<file path="config.mk">
export PLATFORM = sky130hd
export DESIGN_NAME = annexb_nal_start_code_scanner_top
export DESIGN_NICKNAME = d
export VERILOG_FILES = /design/src/sv/anxsc_pkg.sv /design/src/sv/annexb_nal_start_code_scanner_top.sv /design/src/sv/anxsc_front.sv /design/src/sv/anxsc_queue.sv /design/src/sv/anxsc_back.sv
export SDC_FILE = /design/constraint.sdc
export NUM_CORES = 1
export LEC_CHECK = 0
export ABC_AREA = 1
export BUFFER_PORTS_ARGS = -buffer_cell sky130_fd_sc_hd__buf_2
export CORE_MARGIN = 2
export CORE_UTILIZATION = 55
export CTS_CLUSTER_DIAMETER = 150
export DETAILED_ROUTE_END_ITERATION = 10
export GPL_TIMING_DRIVEN = 0
export PLACE_DENSITY = 0.72
export SETUP_SLACK_MARGIN = 0.3
export SLEW_MARGIN = 10
export SYNTH_ARGS = -nofsm -noshare
export SYNTH_HDL_FRONTEND = slang
export SYNTH_SLANG_ARGS = --single-unit
</file>
<file path="constraint.sdc">
create_clock -name clk -period 6.3 [get_ports clk]
set_input_delay 0.63 -clock clk [delete_from_list [all_inputs] [get_ports clk]]
set_output_delay 0.63 -clock clk [all_outputs]
set_load 0.02 [all_outputs]
</file>
<file path="src/sv/anxsc_pkg.sv">
// anxsc_pkg: shared types and constants for the annex b start code scanner
// used by every module of the block; no dependencies

package anxsc_pkg;

	localparam int OFFSET_BITS = 20;
	localparam int QUEUE_DEPTH = 4;
	localparam int WINDOW_BYTES = 5;

	localparam logic [4:0] NAL_TYPE_MASK = 5'h1f;
	localparam logic [4:0] TYPE_AUD = 5'h09;
	localparam logic [4:0] TYPE_IDR = 5'h05;
	localparam logic [7:0] ZERO_BYTE = 8'h00;
	localparam logic [7:0] ONE_BYTE = 8'h01;
	localparam logic [2:0] SKIP_AFTER_MATCH = 3'd5;
	localparam logic [OFFSET_BITS:0] FIRST_TEST_COUNT = (OFFSET_BITS + 1)'(4);

	typedef struct packed {
		logic [7:0] data_byte;
		logic       last_byte;
		logic       clean_point;
	} item_t;

	typedef struct packed {
		logic                   fragment_valid;
		logic [OFFSET_BITS-1:0] fragment_offset;
		logic [OFFSET_BITS-1:0] fragment_length;
		logic [4:0]             nal_type;
		logic                   keyframe;
		logic                   end_of_buffer;
	} result_t;

	// fragment event between front and back; stop is the closing position
	typedef struct packed {
		logic                   frag_valid;
		logic [OFFSET_BITS-1:0] offset;
		logic [OFFSET_BITS+1:0] stop;
		logic [4:0]             nal_type;
		logic                   keyframe;
		logic                   end_of_buffer;
	} evt_t;

endpackage

</file>
<file path="src/sv/annexb_nal_start_code_scanner_top.sv">
// annexb_nal_start_code_scanner_top: h.264 annex b start code scanner
// depends on anxsc_pkg, anxsc_front, anxsc_queue, anxsc_back
//
// usage: the item channel (item_valid/item_ready/item) takes one byte of an
// annex b buffer per cycle, with last_byte on the final byte and clean_point
// on the first. the result channel (result_valid/result_ready/result) gives
// one item per fragment closed by a later start code, and exactly one item
// with end_of_buffer set at the end of each buffer, carrying the keyframe flag.
// path: a result passes through the queue and then the output register before
// it appears on result_valid. throughput: one byte per cycle while the queue
// is not full; each byte causes at most one result, so the output register
// drains the event queue as fast as the front fills it.
// reset: arst_n clears the window, counters, open fragment, queue and output
// register; the next byte taken is the first of a buffer.
// stall: while result_ready is low, the result holds; events gather in the
// QUEUE_DEPTH entry queue, and item_ready falls only once the queue is full.

module annexb_nal_start_code_scanner_top #(
	parameter int QUEUE_DEPTH = anxsc_pkg::QUEUE_DEPTH
) (
	input  logic               clk,
	input  logic               arst_n,
	input  logic               item_valid,
	output logic               item_ready,
	input  anxsc_pkg::item_t   item,
	output logic               result_valid,
	input  logic               result_ready,
	output anxsc_pkg::result_t result
);

	logic            q_full;
	logic            q_push;
	anxsc_pkg::evt_t q_evt;
	logic            q_pop;
	logic            head_valid;
	anxsc_pkg::evt_t head_evt;

	anxsc_front u_front (
		.clk        (clk),
		.arst_n     (arst_n),
		.item_valid (item_valid),
		.item_ready (item_ready),
		.item       (item),
		.q_full     (q_full),
		.q_push     (q_push),
		.q_evt      (q_evt)
	);

	anxsc_queue #(
		.DEPTH (QUEUE_DEPTH)
	) u_queue (
		.clk        (clk),
		.arst_n     (arst_n),
		.push       (q_push),
		.push_evt   (q_evt),
		.full       (q_full),
		.pop        (q_pop),
		.head_valid (head_valid),
		.head_evt   (head_evt)
	);

	anxsc_back u_back (
		.clk          (clk),
		.arst_n       (arst_n),
		.head_valid   (head_valid),
		.head_evt     (head_evt),
		.pop          (q_pop),
		.result_valid (result_valid),
		.result_ready (result_ready),
		.result       (result)
	);

endmodule

</file>
<file path="src/sv/anxsc_front.sv">
// anxsc_front: byte window, start code detection and fragment tracking
// depends on anxsc_pkg; pushes fragment events into anxsc_queue

module anxsc_front (
	input  logic             clk,
	input  logic             arst_n,
	input  logic             item_valid,
	output logic             item_ready,
	input  anxsc_pkg::item_t item,
	input  logic             q_full,
	output logic             q_push,
	output anxsc_pkg::evt_t  q_evt
);

	localparam int OB = anxsc_pkg::OFFSET_BITS;

	logic [7:0]    la_q [anxsc_pkg::WINDOW_BYTES];
	logic [OB:0]   bc_q;
	logic [2:0]    skip_q;
	logic          open_q;
	logic [OB-1:0] off_q;
	logic [4:0]    type_q;
	logic          key_q;

	logic          accept;
	logic          key_now;
	logic          test;
	logic          m4;
	logic          m3;
	logic          match;
	logic [4:0]    new_type;
	logic [OB:0]   new_pos;
	logic [OB-1:0] new_off;
	logic [4:0]    w3_type;
	logic [4:0]    w4_type;

	assign item_ready = !q_full;
	assign accept = item_valid && item_ready;
	assign key_now = (bc_q == '0) ? item.clean_point : key_q;

	assign w3_type = la_q[4][4:0] & anxsc_pkg::NAL_TYPE_MASK;
	assign w4_type = item.data_byte[4:0] & anxsc_pkg::NAL_TYPE_MASK;

	assign m4 = (la_q[1] == anxsc_pkg::ZERO_BYTE) && (la_q[2] == anxsc_pkg::ZERO_BYTE) &&
		(la_q[3] == anxsc_pkg::ZERO_BYTE) && (la_q[4] == anxsc_pkg::ONE_BYTE) &&
		(w4_type != anxsc_pkg::TYPE_AUD);
	assign m3 = !m4 && (la_q[1] == anxsc_pkg::ZERO_BYTE) &&
		(la_q[2] == anxsc_pkg::ZERO_BYTE) && (la_q[3] == anxsc_pkg::ONE_BYTE) &&
		(w3_type != anxsc_pkg::TYPE_AUD);

	assign test = !item.last_byte && (bc_q >= anxsc_pkg::FIRST_TEST_COUNT) && (skip_q == '0);
	assign match = test && (m4 || m3);
	assign new_type = m4 ? w4_type : w3_type;
	assign new_pos = m4 ? bc_q : bc_q - (OB + 1)'(1);
	assign new_off = new_pos[OB] ? '1 : new_pos[OB-1:0];

	always_comb begin
		q_evt = '0;
		q_push = 1'b0;
		if (accept && item.last_byte) begin
			q_push = 1'b1;
			q_evt.frag_valid = open_q;
			q_evt.offset = open_q ? off_q : '0;
			q_evt.stop = {1'b0, bc_q} + (OB + 2)'(1);
			q_evt.nal_type = open_q ? type_q : '0;
			q_evt.keyframe = key_now;
			q_evt.end_of_buffer = 1'b1;
		end else if (accept && match && open_q) begin
			q_push = 1'b1;
			q_evt.frag_valid = 1'b1;
			q_evt.offset = off_q;
			q_evt.stop = {1'b0, bc_q} - (OB + 2)'(4);
			q_evt.nal_type = type_q;
		end
	end

	always_ff @(posedge clk or negedge arst_n) begin
		if (!arst_n) begin
			for (int i = 0; i < anxsc_pkg::WINDOW_BYTES; i++) la_q[i] <= '0;
			bc_q <= '0;
			skip_q <= '0;
			open_q <= 1'b0;
			off_q <= '0;
			type_q <= '0;
			key_q <= 1'b0;
		end else if (accept) begin
			if (item.last_byte) begin
				for (int i = 0; i < anxsc_pkg::WINDOW_BYTES; i++) la_q[i] <= '0;
				bc_q <= '0;
				skip_q <= '0;
				open_q <= 1'b0;
				off_q <= '0;
				type_q <= '0;
				key_q <= 1'b0;
			end else begin
				for (int i = 0; i < anxsc_pkg::WINDOW_BYTES - 1; i++) la_q[i] <= la_q[i+1];
				la_q[anxsc_pkg::WINDOW_BYTES-1] <= item.data_byte;
				if (bc_q != '1) bc_q <= bc_q + (OB + 1)'(1);
				if (bc_q >= anxsc_pkg::FIRST_TEST_COUNT && skip_q != '0) skip_q <= skip_q - 3'd1;
				if (match) begin
					skip_q <= anxsc_pkg::SKIP_AFTER_MATCH;
					open_q <= 1'b1;
					off_q <= new_off;
					type_q <= new_type;
				end
				key_q <= key_now || (match && new_type == anxsc_pkg::TYPE_IDR);
			end
		end
	end

endmodule

</file>
<file path="src/sv/anxsc_queue.sv">
// anxsc_queue: small register queue of fragment events between front and back
// depends on anxsc_pkg

module anxsc_queue #(
	parameter int DEPTH = anxsc_pkg::QUEUE_DEPTH
) (
	input  logic            clk,
	input  logic            arst_n,
	input  logic            push,
	input  anxsc_pkg::evt_t push_evt,
	output logic            full,
	input  logic            pop,
	output logic            head_valid,
	output anxsc_pkg::evt_t head_evt
);

	localparam int PW = (DEPTH > 1) ? $clog2(DEPTH) : 1;
	localparam int CW = $clog2(DEPTH + 1);

	anxsc_pkg::evt_t mem_q [DEPTH];
	logic [PW-1:0]   wr_ptr_q;
	logic [PW-1:0]   rd_ptr_q;
	logic [CW-1:0]   count_q;
	logic            do_push;
	logic            do_pop;

	assign full = (count_q == CW'(DEPTH));
	assign head_valid = (count_q != '0);
	assign head_evt = mem_q[rd_ptr_q];
	assign do_push = push && !full;
	assign do_pop = pop && head_valid;

	always_ff @(posedge clk) begin
		if (do_push) mem_q[wr_ptr_q] <= push_evt;
	end

	always_ff @(posedge clk or negedge arst_n) begin
		if (!arst_n) begin
			wr_ptr_q <= '0;
			rd_ptr_q <= '0;
			count_q <= '0;
		end else begin
			if (do_push) wr_ptr_q <= (wr_ptr_q == PW'(DEPTH - 1)) ? '0 : wr_ptr_q + PW'(1);
			if (do_pop) rd_ptr_q <= (rd_ptr_q == PW'(DEPTH - 1)) ? '0 : rd_ptr_q + PW'(1);
			if (do_push && !do_pop) count_q <= count_q + CW'(1);
			else if (do_pop && !do_push) count_q <= count_q - CW'(1);
		end
	end

endmodule

</file>
<file path="src/sv/anxsc_back.sv">
// anxsc_back: turns fragment events into result items with clamped lengths
// depends on anxsc_pkg; drains anxsc_queue into the output register

module anxsc_back (
	input  logic               clk,
	input  logic               arst_n,
	input  logic               head_valid,
	input  anxsc_pkg::evt_t    head_evt,
	output logic               pop,
	output logic               result_valid,
	input  logic               result_ready,
	output anxsc_pkg::result_t result
);

	localparam int OB = anxsc_pkg::OFFSET_BITS;

	logic               out_valid_q;
	anxsc_pkg::result_t result_q;
	logic               load;
	logic [OB+1:0]      diff;
	logic [OB-1:0]      length;

	assign load = !out_valid_q || result_ready;
	assign pop = load && head_valid;
	assign diff = head_evt.stop - {2'b00, head_evt.offset};

	always_comb begin
		length = '0;
		if (head_evt.frag_valid && head_evt.stop > {2'b00, head_evt.offset}) begin
			length = (diff[OB+1:OB] != 2'b00) ? '1 : diff[OB-1:0];
		end
	end

	always_ff @(posedge clk) begin
		if (pop) begin
			result_q.fragment_valid <= head_evt.frag_valid;
			result_q.fragment_offset <= head_evt.offset;
			result_q.fragment_length <= length;
			result_q.nal_type <= head_evt.nal_type;
			result_q.keyframe <= head_evt.keyframe;
			result_q.end_of_buffer <= head_evt.end_of_buffer;
		end
	end

	always_ff @(posedge clk or negedge arst_n) begin
		if (!arst_n) begin
			out_valid_q <= 1'b0;
		end else if (load) begin
			out_valid_q <= head_valid;
		end
	end

	assign result_valid = out_valid_q;
	assign result = result_q;

endmodule

</file>
======== Word level (Yosys, flattened, before mapping) ========
Memory sizes are Yosys's and may differ from the RTL's.
Index checks and enable logic that the tools add are counted.
cells by class
  add/sub/neg operators ................... 10
  multiply operators ...................... 0
  div/mod/pow operators ................... 0
  order comparisons ....................... 2
  equal/unequal tests ..................... 9
  shift-type cells ........................ 0
  multiplexer cells ....................... 31
  bitwise logic cells ..................... 0
  reduce and logical (&&, ||, !) cells .... 47
operator list
  kind                                                                count
  2-to-1 mux 20 bit                                                   5
  2-to-1 mux 48 bit                                                   2
  2-to-1 mux 21 bit                                                   3
  2-to-1 mux 32 bit                                                   1
  zero test 8 bit                                                     3
  logical AND 1 bit                                                   23
  adder 21 x 1 -> 22 bit, second input constant                       1
  greater-than comparator 22 x 20 -> 1 bit                            1
  subtractor 21 x 3 -> 22 bit, second input constant                  1
  subtractor 22 x 20 -> 22 bit                                        1
  adder 21 x 1 -> 21 bit, second input constant                       1
  greater-or-equal comparator 21 x 3 -> 1 bit, second input constant  1
  zero test 21 bit                                                    1
  != test 21 bit, second input constant                               1
  subtractor 21 x 1 -> 21 bit, second input constant                  1
  2-to-1 mux 5 bit                                                    4
  equality test 8 x 1 -> 1 bit, second input constant                 2
  2-to-1 mux 3 bit                                                    5
  != test 5 x 4 -> 1 bit, second input constant                       2
  nonzero test 3 bit                                                  3
  2-to-1 mux 1 bit                                                    8
  nonzero test 2 bit                                                  4
  zero test 1 bit                                                     6
  2-to-1 mux 2 bit                                                    3
  9 further kinds                                                     16
storage, ports and cells
  register bits ........................... 139
  bits in latches ......................... 0
  bits in writable memories ............... 200
  ROM bits ................................ 0
  input bits .............................. 14
  logic and storage cells ................. 120
  memories kept ........................... 1
memory list
  name           depth  width  read ports  clocked after Yosys merged registers in  write ports  line               source
  u_queue.mem_q  4      50     1           0                                        1            anxsc_queue.sv:20  anxsc_pkg::evt_t mem_q [DEPTH];

======== Logic depth before layout (Yosys ltp) ========
Gate-level depths: netlist of run 1.
  depth in word-level cells ............... 21
  gate-level depth with buffers ........... 21
  mapped depth without buffers ............ 18

======== Hierarchy ========
A second synthesis of run 1 with hierarchy kept.
unflattened totals
  cells, all modules ...................... 1855
  area, all modules ....................... 17544.3 um2
by module, submodules not included
  module       instances  cells each  area an instance (um2)
  anxsc_queue  1          643         8331.7
  anxsc_front  1          777         5714.2
  anxsc_back   1          435         3498.4

======== Worst setup path after synthesis of run 1 ========
No wires, ideal clock.
  path kind ............................... register -> register
  start point ............................. reg u_front.bc_q[2]
  end point ............................... mem u_queue.mem_q[0][0] (netlist name), enable pin
  library setup time ...................... 534 ps
  data arrival time ....................... 5221 ps
  path slack .............................. 545 ps
  stages on the path, launching flop included .. 14
  buffers on the path ..................... 2
  clock period less this slack ............ 5755 ps
  cells stage by stage .................... dfrtp_1 -> buf_2 -> inv_1 -> ha_1 -> buf_2 -> nand2_1 -> inv_2 -> nand3_1 -> nor2_1 -> nand2_1 -> nand2_2 -> inv_1 -> nand3_2 -> a21boi_0
between the ends
  longest elaborated chain between the ends .. 11
RTL lines
  element                                      line               source
  start: declaration                           anxsc_front.sv:18  logic [OB:0] bc_q;
  start signal: assignment                     anxsc_front.sv:98  if (bc_q != '1) bc_q <= bc_q + (OB + 1)'(1);
  greater-or-equal comparator 21 x 3 -> 1 bit  anxsc_front.sv:51  assign test = !item.last_byte && (bc_q >= anxsc_pkg::FIRST_TEST_COUNT) && (skip_q == '0);
  logical AND 1 bit (2 in series)              anxsc_front.sv:51
  logical AND 1 bit                            anxsc_front.sv:52  assign match = test && (m4 || m3);
  logical AND 1 bit (2 in series)              anxsc_front.sv:68  end else if (accept && match && open_q) begin
  2-to-1 mux 1 bit                             anxsc_front.sv:68
  2-to-1 mux 1 bit                             anxsc_front.sv:60  if (accept && item.last_byte) begin
  logical AND 1 bit                            anxsc_queue.sv:30  assign do_push = push && !full;
  2-to-1 mux 1 bit                             anxsc_queue.sv:34  if (do_push) mem_q[wr_ptr_q] <= push_evt;
  2-to-1 mux 1 bit (not written as such)       anxsc_queue.sv:34
  end: declaration                             anxsc_queue.sv:20
Every way passes these cells.

==> metrics.md, run 1 <==
| Metric | Value |
|---|---|
| Commonest cells after routing, fill and taps aside | `nand2_1 (355), edfxtp_1 (248), nor2_1 (200)` |
| Critical path startpoint | `u_queue.rd_ptr_q[0]` |
| Ant. Diodes | `0` |
| Crit share post-route | `between 70% and 80%` |
| Status | `completed` |
| Synth cell types | `between 40 and 50` |
| Post-route ant nets | `0` |
| Seq/Total Area, Yosys | `between 60 and 70%` |
| Ys Warns | `0` |
| Final setup violation count | `0` |
| Final std cells w/o fill | `2169` |
| Most common cell after layout, fill and taps aside | `nand2_1` |
| First-pass GRT wire length | `~67 mm` |
| CTS resizes | `0` |
| Hold_buf cts | `0` |
| Post-Syn Instances | `about 1600` |
| Tmin final | `approximately 4.5 ns` |
| Leakage | `a little under 8 nW` |
| Slew HR | `31.7%` |
| Clock transition at path regs | `around 0.060 ns` |
| Mean post-synth cell area | `between 9 and 10 sq um` |
| Top_reg_cell synth | `edfxtp_1` |
| Global Route Usage Sum | `~28%` |
| Capture point of the worst reg-to-reg path | `u_back.result[8]` |
| Longest Clk Path Bufs | `3` |
| Initial antenna violation count | `0` |
| Layout area overhead | `14.1%` |
| Arr. time, crit path | `about 4.8 ns` |
| WHS | `0.104 ns` |
| Crit Path Max Fanout | `10` |
| Drt total wl | `~42 mm` |
| TritonCTS clock tree | `done` |
| Routed WL per cell | `19.6 microns` |
| Worst IR drop on VDD | `just under 0.0003 V` |
| DRC violations left | `0` |
| Later-pin clock latency in the skew report | `0.54 ns` |
| CP Capture Point | `u_back.result[8]` |
| R2r startpoint | `u_queue.rd_ptr_q[0]` |
| Worst Path Required | `around 6.6 ns` |
| Core Area | `around 0.029 sq mm` |
| Crit path kind | `flip-flop to flip-flop` |
| Share of synthesized registers carrying an async set or reset | `a little over a quarter` |
| Final Hold Viols | `0` |
| PortBufs | `63` |
| Post-CTS setup buffers | `0` |
| Layout cells sized above 1 | `a little under an eighth` |
| Max-slew violations | `0` |
| Synth Net Count | `roughly 1700` |
| R2R Setup Slk | `1.77 ns` |
| Starting density of the core | `a little under three fifths` |
| PwrDens | `roughly 530 mW/mm^2` |
| FMAX | `around 220 MHz` |
| Initial DRC count | `1328` |
| Worst Setup Start Kind | `flip-flop` |
| Total global routing overflow | `0` |
| Clk sink count | `roughly 340` |
| Num CTS Buffers | `37` |
| IO Count | `64` |
| Placer Congestion | `0.967` |
| Largest net degree at the start of global routing | `47` |
| Die Y | `between 150 and 200 microns` |
| Design area | `0.0185 sq mm` |
| Fin nets | `between 1500 and 2000` |
| Die W | `roughly 180 microns` |
| CTS root buf | `clkbuf_16` |
| Hpwl dp | `~31 mm` |
| Max-cap violation count | `0` |
| DP Area | `about 0.017 sq mm` |
| Crit. End Element | `flip-flop` |
| RSZ-0062 raised after global routing | `false` |
| Clock Skews | `about 0.021 ns` |
| Flops & latches, synth | `roughly 340` |
| Vias post-DR | `about 12000` |
| Htree depth | `2` |
| Measured slew at the worst slew-check pin | `~1.0 ns` |
| Vias in the first global route | `between 10000 and 15000` |
| Synthesized cell area | `~0.016 sq mm` |
| First drt pass iteration count | `6` |
| Worst Hold Class | `primary input to asynchronous set/reset pin` |
| Post-synth EDFFs | `roughly 250` |
| Rows | `between 60 and 70` |
| Die area | `0.0309 sq mm` |
| Worst Reg2Reg Path Length in Cells | `18` |
| Inst Count DP | `between 2000 and 2500` |
| Via/cell ratio | `5.71` |
## critical path, cell delays in order (launching register included)
cell      delay [ns]
dfrtp_1         0.40
buf_2           0.23
clkbuf_1        0.48
clkbuf_1        0.52
a21oi_1         0.16
a32oi_1         0.54
inv_1           0.10
ha_1            0.40
nand2_1         0.14
inv_1           0.08
a21oi_1         0.21
nand2_1         0.11
nand2_1         0.08
nand3_1         0.09
nand2_1         0.08
nand3_1         0.06
nand2_1         0.13
clkbuf_1        0.34
nor2_1          0.11
## state kept, by name, summed over array words and instances (netlist names)
name / count
u_back.result_valid: 1
u_back.result: 48
u_front.off_q: 20
u_queue.wr_ptr_q: 2
u_queue.rd_ptr_q: 2
u_front.open_q: 1
u_queue.count_q: 3
u_front.type_q: 5
u_front.skip_q: 3
u_front.bc_q: 21
u_queue.mem_q: 200
u_front.la_q: 32
u_front.key_q: 1
## metrics by stage
stage                     worst slack (ns)  TNS, ns  utilization (%)  power, W
after global placement               -2.77  -526.60             58.9   0.00746
after floorplan                      0.545        0                -   0.00619
after detailed placement              1.77        0             60.0   0.00756
after global routing                  1.39        0             64.1    0.0103
after CTS                             1.76        0             64.1   0.00970
final                                 1.77        0             64.1   0.00972
## cell families (layout without fill, tap and decap cells)
| group | count (synthesis) | count (layout) | share of synthesized area [%] |
|---|---|---|---|
| xor+xnor | 51 | 51 | 2.76 |
| fa+ha+maj | 36 | 36 | 2.87 |
| buf+inv | 237 | 379 | 5.95 |
| simple gates | 694 | 694 | 17.9 |
| flops | 339 | 339 | 60.0 |
| compound gates | 286 | 286 | 10.5 |
## cell usage after synthesis, types with 5 or more instances
master,n,area [sq um]
o21bai_1,6,45.0
buf_1,7,26.3
nand2_1,355,1330
nand3_1,61,305
ha_1,34,425
edfxtp_1,248,7450
clkbuf_1,35,131
a21oi_1,47,235
nor2_1,200,751
nor3_1,10,50.1
xor2_1,45,394
o21ai_0,97,485
buf_4,5,37.5
inv_2,6,22.5
nor2_2,29,181
a32oi_1,21,184
dfrtp_1,91,2280
inv_1,159,597
o22ai_1,71,444
nand4_1,21,131
xnor2_1,6,52.6
o211ai_1,9,67.6
buf_2,18,90.1
o21ai_1,17,85.1
## layout make-up
class | count | area [sq um]
tap | 384 | 480
timing repair buffer | 74 | 556
clock buffer | 52 | 1000
multi-input combinational | 1067 | 5580
sequential | 339 | 9720
buffer | 69 | 330
clock inverter | 16 | 181
fill | 2408 | 10400
inverter | 168 | 633
## metal layers
| layer | wire length [microns] | GRT usage, % | vias to the layer above |
|---|---|---|---|
| li1 | - | - | 5822 |
| met1 | 17300 | 37.2 | 5924 |
| met2 | 19900 | 46.4 | 504 |
| met3 | 3360 | 4.35 | 126 |
| met4 | 1970 | 12.3 | 0 |
| met5 | 0 | 0 | - |
## worst min-delay path by stage
stage | depth (start not counted) | slack, ns | end
after detailed placement | 2 | 0.47 | u_front.off_q[4]
after global routing | 1 | 0.14 | u_front.la_q[30]
after global placement | 2 | 0.46 | u_front.off_q[2]
after CTS | 1 | 0.12 | u_front.la_q[30]
after floorplan | 0 | 0.33 | u_back.result_valid
final | 1 | 0.10 | u_front.la_q[30]
## power breakdown
group	total [W]	internal, W	switching, W	leakage (nW)
Combinational	0.00458	0.00143	0.00315	3.54
Sequential	0.00302	0.00290	0.000120	3.59
Clock	0.00212	0.00125	0.000878	0.572
(Power assumes the default switching activity.)
==> run 2: changes to the inputs <==
--- a/config.mk
+++ b/config.mk
@@ -5,14 +5,14 @@
 export SDC_FILE = /design/constraint.sdc
 export NUM_CORES = 1
 export LEC_CHECK = 0
-export ABC_AREA = 1
+export ABC_AREA = 0
 export BUFFER_PORTS_ARGS = -buffer_cell sky130_fd_sc_hd__buf_2
 export CORE_MARGIN = 2
 export CORE_UTILIZATION = 55
 export CTS_CLUSTER_DIAMETER = 150
 export DETAILED_ROUTE_END_ITERATION = 10
 export GPL_TIMING_DRIVEN = 0
-export PLACE_DENSITY = 0.72
+export PLACE_DENSITY = 0.75
 export SETUP_SLACK_MARGIN = 0.3
 export SLEW_MARGIN = 10
 export SYNTH_ARGS = -nofsm -noshare
==> constraint.sdc (replaced) <==
create_clock -name clk -period 4.05 [get_ports clk]
set_input_delay 0.405 -clock clk [delete_from_list [all_inputs] [get_ports clk]]
set_output_delay 0.405 -clock clk [all_outputs]
set_load 0.02 [all_outputs]
==> run 2 against run 1 <==
Final cell count decreased by 20%. Clock-buffer cell count down 10. Synthesized area fell by 3.9%. Wire length down 16%. Largest cell class unchanged. Critical path depth decreased by 2. Clock skew shrank 0.0024 ns. Via count is 17% lower. Flip-flop and latch count did not move. Clock power increased by 55%. Register-to-register slack got worse by 1.4 ns.
==> metrics.md, run 2 <==
| Metric | Value |
|---|---|
| Status | `completed` |
| Max reg flops | `200 (unchanged)` |
| Worst hold start | `result_ready` |
| Later-pin clock latency in the skew report | `0.53 ns (about the same)` |
| Post-synth EDFFs | `248 (unchanged)` |
| Crit share post-route | `90.5% (+19 points)` |
| Tmin final | `3.67 ns (-0.868 ns)` |
| Worst IR drop on VDD | `0.000378 V (+29%)` |
| R2r startpoint | `u_queue.rd_ptr_q[0]` |
| Yosys top cell area share | `47.8% (+1.9 points)` |
| First drt pass iteration count | `5 (-1)` |
| Rows | `61 (-1.6%)` |
| Post-Syn Instances | `1211 (-26%)` |
| Layout cells sized above 1 | `21.3% (+9.8 points)` |
| Vias post-DR | `10200 (-17%)` |
| Synth Net Count | `1261 (-26%)` |
| Arr. time, crit path | `4.01 ns (-0.79 ns)` |
| Routed WL per cell | `20.4 microns (+4.3%)` |
| Top_reg_cell synth | `edfxtp_1` |
| Worst Setup Start Kind | `flip-flop` |
| Post-route ant nets | `0 (unchanged)` |
| Max-cap violation count | `0 (unchanged)` |
| First-pass GRT wire length | `55.5 mm (-17%)` |
| R2R Setup Slk | `0.38 ns (-1.38 ns)` |
| Flops & latches, synth | `339 (unchanged)` |
| Final Hold Viols | `0 (unchanged)` |
| Cell taking the most area after synthesis | `edfxtp_1` |
| CP max-delay cell | `mux4_2` |
| Initial DRC count | `993 (-25%)` |
| Seq/Total Area, Yosys | `62.4% (+2.4 points)` |
| PwrDens | `767 mW/mm^2 (+46%)` |
| Longest Clk Path Bufs | `3 (unchanged)` |
| Synth cell types | `70 (+49%)` |
| Crit. End Element | `flip-flop` |
| Mean post-synth cell area | `12.9 sq um (+30%)` |
| Buf/Inv on CP | `5 (-1)` |
| IO Count | `64 (unchanged)` |
| Starting density of the core | `55.9% (-0.26 points)` |
| Worst Hold Class | `primary input to flip-flop` |
| Clk sink count | `339 (unchanged)` |
| Worst Path Required | `4.39 ns (-2.18 ns)` |
| Crit path kind | `flip-flop to flip-flop` |
| Most common cell after layout, fill and taps aside | `edfxtp_1` |
| FMAX | `273 MHz (+24%)` |
| Crit Path Max Fanout | `10 (unchanged)` |
| Critical path startpoint | `u_queue.rd_ptr_q[0]` |
| Final setup margin | `0.383 ns (-1.38 ns)` |
| Initial antenna violation count | `0 (unchanged)` |
| DRC violations left | `0 (unchanged)` |
| Setup WS pre-CTS | `-0.638 ns (-2.41 ns)` |
| Core Area | `0.0279 sq mm (-3.5%)` |
| Total global routing overflow | `0 (unchanged)` |
| Leakage | `6.97 nW (-9.5%)` |
| Largest register by flop count | `u_queue.mem_q` |
| Ant. Diodes | `0 (unchanged)` |
| Vias in the first global route | `9998 (-18%)` |
| Synth top cells by count | `edfxtp_1 (248), nand2_1 (125), a21oi_1 (91), dfrtp_1 (91), o21ai_0 (76)` |
| Most instantiated library cell after synthesis | `edfxtp_1` |
| Max-slew violations | `0 (unchanged)` |
| CP max stage delay | `0.56 ns (+0.02 ns)` |
| Final setup violation count | `0 (unchanged)` |
| Top post-synthesis cells by area | `edfxtp_1 (48%), dfrtp_1 (15%), mux4_2 (7.2%), nand2_1 (3.0%), a21oi_1 (2.9%)` |
| Die Y | `172 microns (-1.9%)` |
| Htree depth | `2 (unchanged)` |
| Clock Skews | `0.0190 ns (-0.00237 ns)` |
| Share of synthesized registers carrying an async set or reset | `26.8% (unchanged)` |
| Num CTS Buffers | `36 (-2.7%)` |
| TritonCTS clock tree | `done` |
| Filler cell count | `2035 (-15%)` |
| Global Route Usage Sum | `24.6% (-3.6 points)` |
| WHS | `0.0724 ns (-0.0316 ns)` |
| Critical-path cell list | `buf_8 > buf_12 > buf_12 > mux4_2 > ha_2 > fa_2 > nor2b_2 > o2111ai_2 > nand2_2 > a21oi_4 > o21ai_2 > a21boi_2 > o31ai_2 > buf_4 > buf_4 > a21oi_1` |
| PortBufs | `62 (-1.6%)` |
| Drt total wl | `35.5 mm (-16%)` |
| Synthesized cell area | `0.0156 sq mm (-3.9%)` |
| Layout area overhead | `16.3%` |
| Die area | `0.0297 sq mm (-3.8%)` |
| CP top delay family | `compound AO/OA/AOI/OAI gates` |
| Slew HR | `44.0% (+12 points)` |
| Placer Congestion | `0.936 (-3.2%)` |
| CTS root buf | `clkbuf_16` |
| Measured slew at the worst slew-check pin | `0.831 ns (-0.193 ns)` |
| Fin nets | `1383 (-23%)` |
| Commonest cells after routing, fill and taps aside | `edfxtp_1 (248), nand2_1 (121), dfrtp_1 (90)` |
| Hpwl dp | `23.3 mm (-25%)` |
| Largest net degree at the start of global routing | `55 (+17%)` |
| Die W | `172 microns (-1.9%)` |
| Ys Warns | `0 (unchanged)` |
| Clock transition at path regs | `0.06 ns (about the same)` |
| RSZ-0062 raised after global routing | `false` |
| Via/cell ratio | `5.89 (+3.3%)` |
==> run 2: cell families (layout without fill, tap and decap cells) <==
group	count (synthesis)	in the layout	synth area share [%]
mux	57	57	7.71
buf+inv	115	265	3.05
fa+ha+maj	36	36	2.99
xor+xnor	41	41	2.43
compound gates	253	253	9.36
flops	339	339	62.4
simple gates	370	370	12.0
==> run 2: area by class of cell <==
cell class,instances,area (sq um),area share (%)
inverter,42,158,0.871
clock inverter,24,253,1.40
buffer,73,460,2.54
timing repair buffer,84,548,3.03
multi-input combinational,757,5560,30.7
sequential,339,9730,53.7
clock buffer,42,933,5.15
tap,378,473,2.61
==> run 2: timing repair <==
action / CTS / global route
hold endpoints to repair: 53 / 0
gates cloned: 2 / 2
hold buffers: 1 / 0
setup endpoints to repair: 226 / 22
resized for setup: 46 / 39
setup buffers: 6 / 8
pin swaps: 4 / 5
==> run 2: path summary, 6_finish.rpt <==
path	endpoint	cells past startpoint
min in group asynchronous	u_front.skip_q[1]	2
setup / recovery	u_back.result[19]	16
hold / removal	u_back.result_valid	2
setup reg to reg	u_back.result[19]	16
max in group asynchronous	u_front.bc_q[2]	3
hold reg to reg	u_front.skip_q[0]	2
==> run 2: stage by stage <==
stage	TNS, ns	util, %	total power, W	cell area [sq um]	instances
after detailed placement	-12.10	59.1	0.00982	16500	1654
after floorplan	0	-	0.00855	15600	1211
final	0	65.0	0.0139	18100	1739
after global placement	-209.57	58.8	0.00973	16400	1651
after CTS	0	64.1	0.0135	17900	1729
after global routing	0	65.0	0.0147	18100	1739
==> run 2: per-layer routing <==
layer | share of wire, % | global-route usage (%) | vias to the layer above
li1 | - | - | 4718
met3 | 5.2 | 3.50 | 49
met5 | 0 | 0 | -
met1 | 43 | 33.7 | 5125
met2 | 50 | 41.8 | 357
met4 | 2.1 | 6.03 | 0
==> run 2: report_power, final <==
part | switching [W] | total (W) | leakage (nW) | internal, W
Sequential | 0.000218 | 0.00470 | 3.56 | 0.00448
Combinational | 0.00342 | 0.00592 | 2.83 | 0.00249
Clock | 0.00135 | 0.00328 | 0.582 | 0.00193
==> run 2: worst reg2reg max path, stage by stage, from the launching register on <==
cell	delay, ns
dfrtp_1	0.40
buf_8	0.17
buf_12	0.15
buf_12	0.13
mux4_2	0.57
ha_2	0.23
fa_2	0.36
nor2b_2	0.16
o2111ai_2	0.17
nand2_2	0.14
a21oi_4	0.08
o21ai_2	0.17
a21boi_2	0.19
o31ai_2	0.07
buf_4	0.15
buf_4	0.17
a21oi_1	0.19
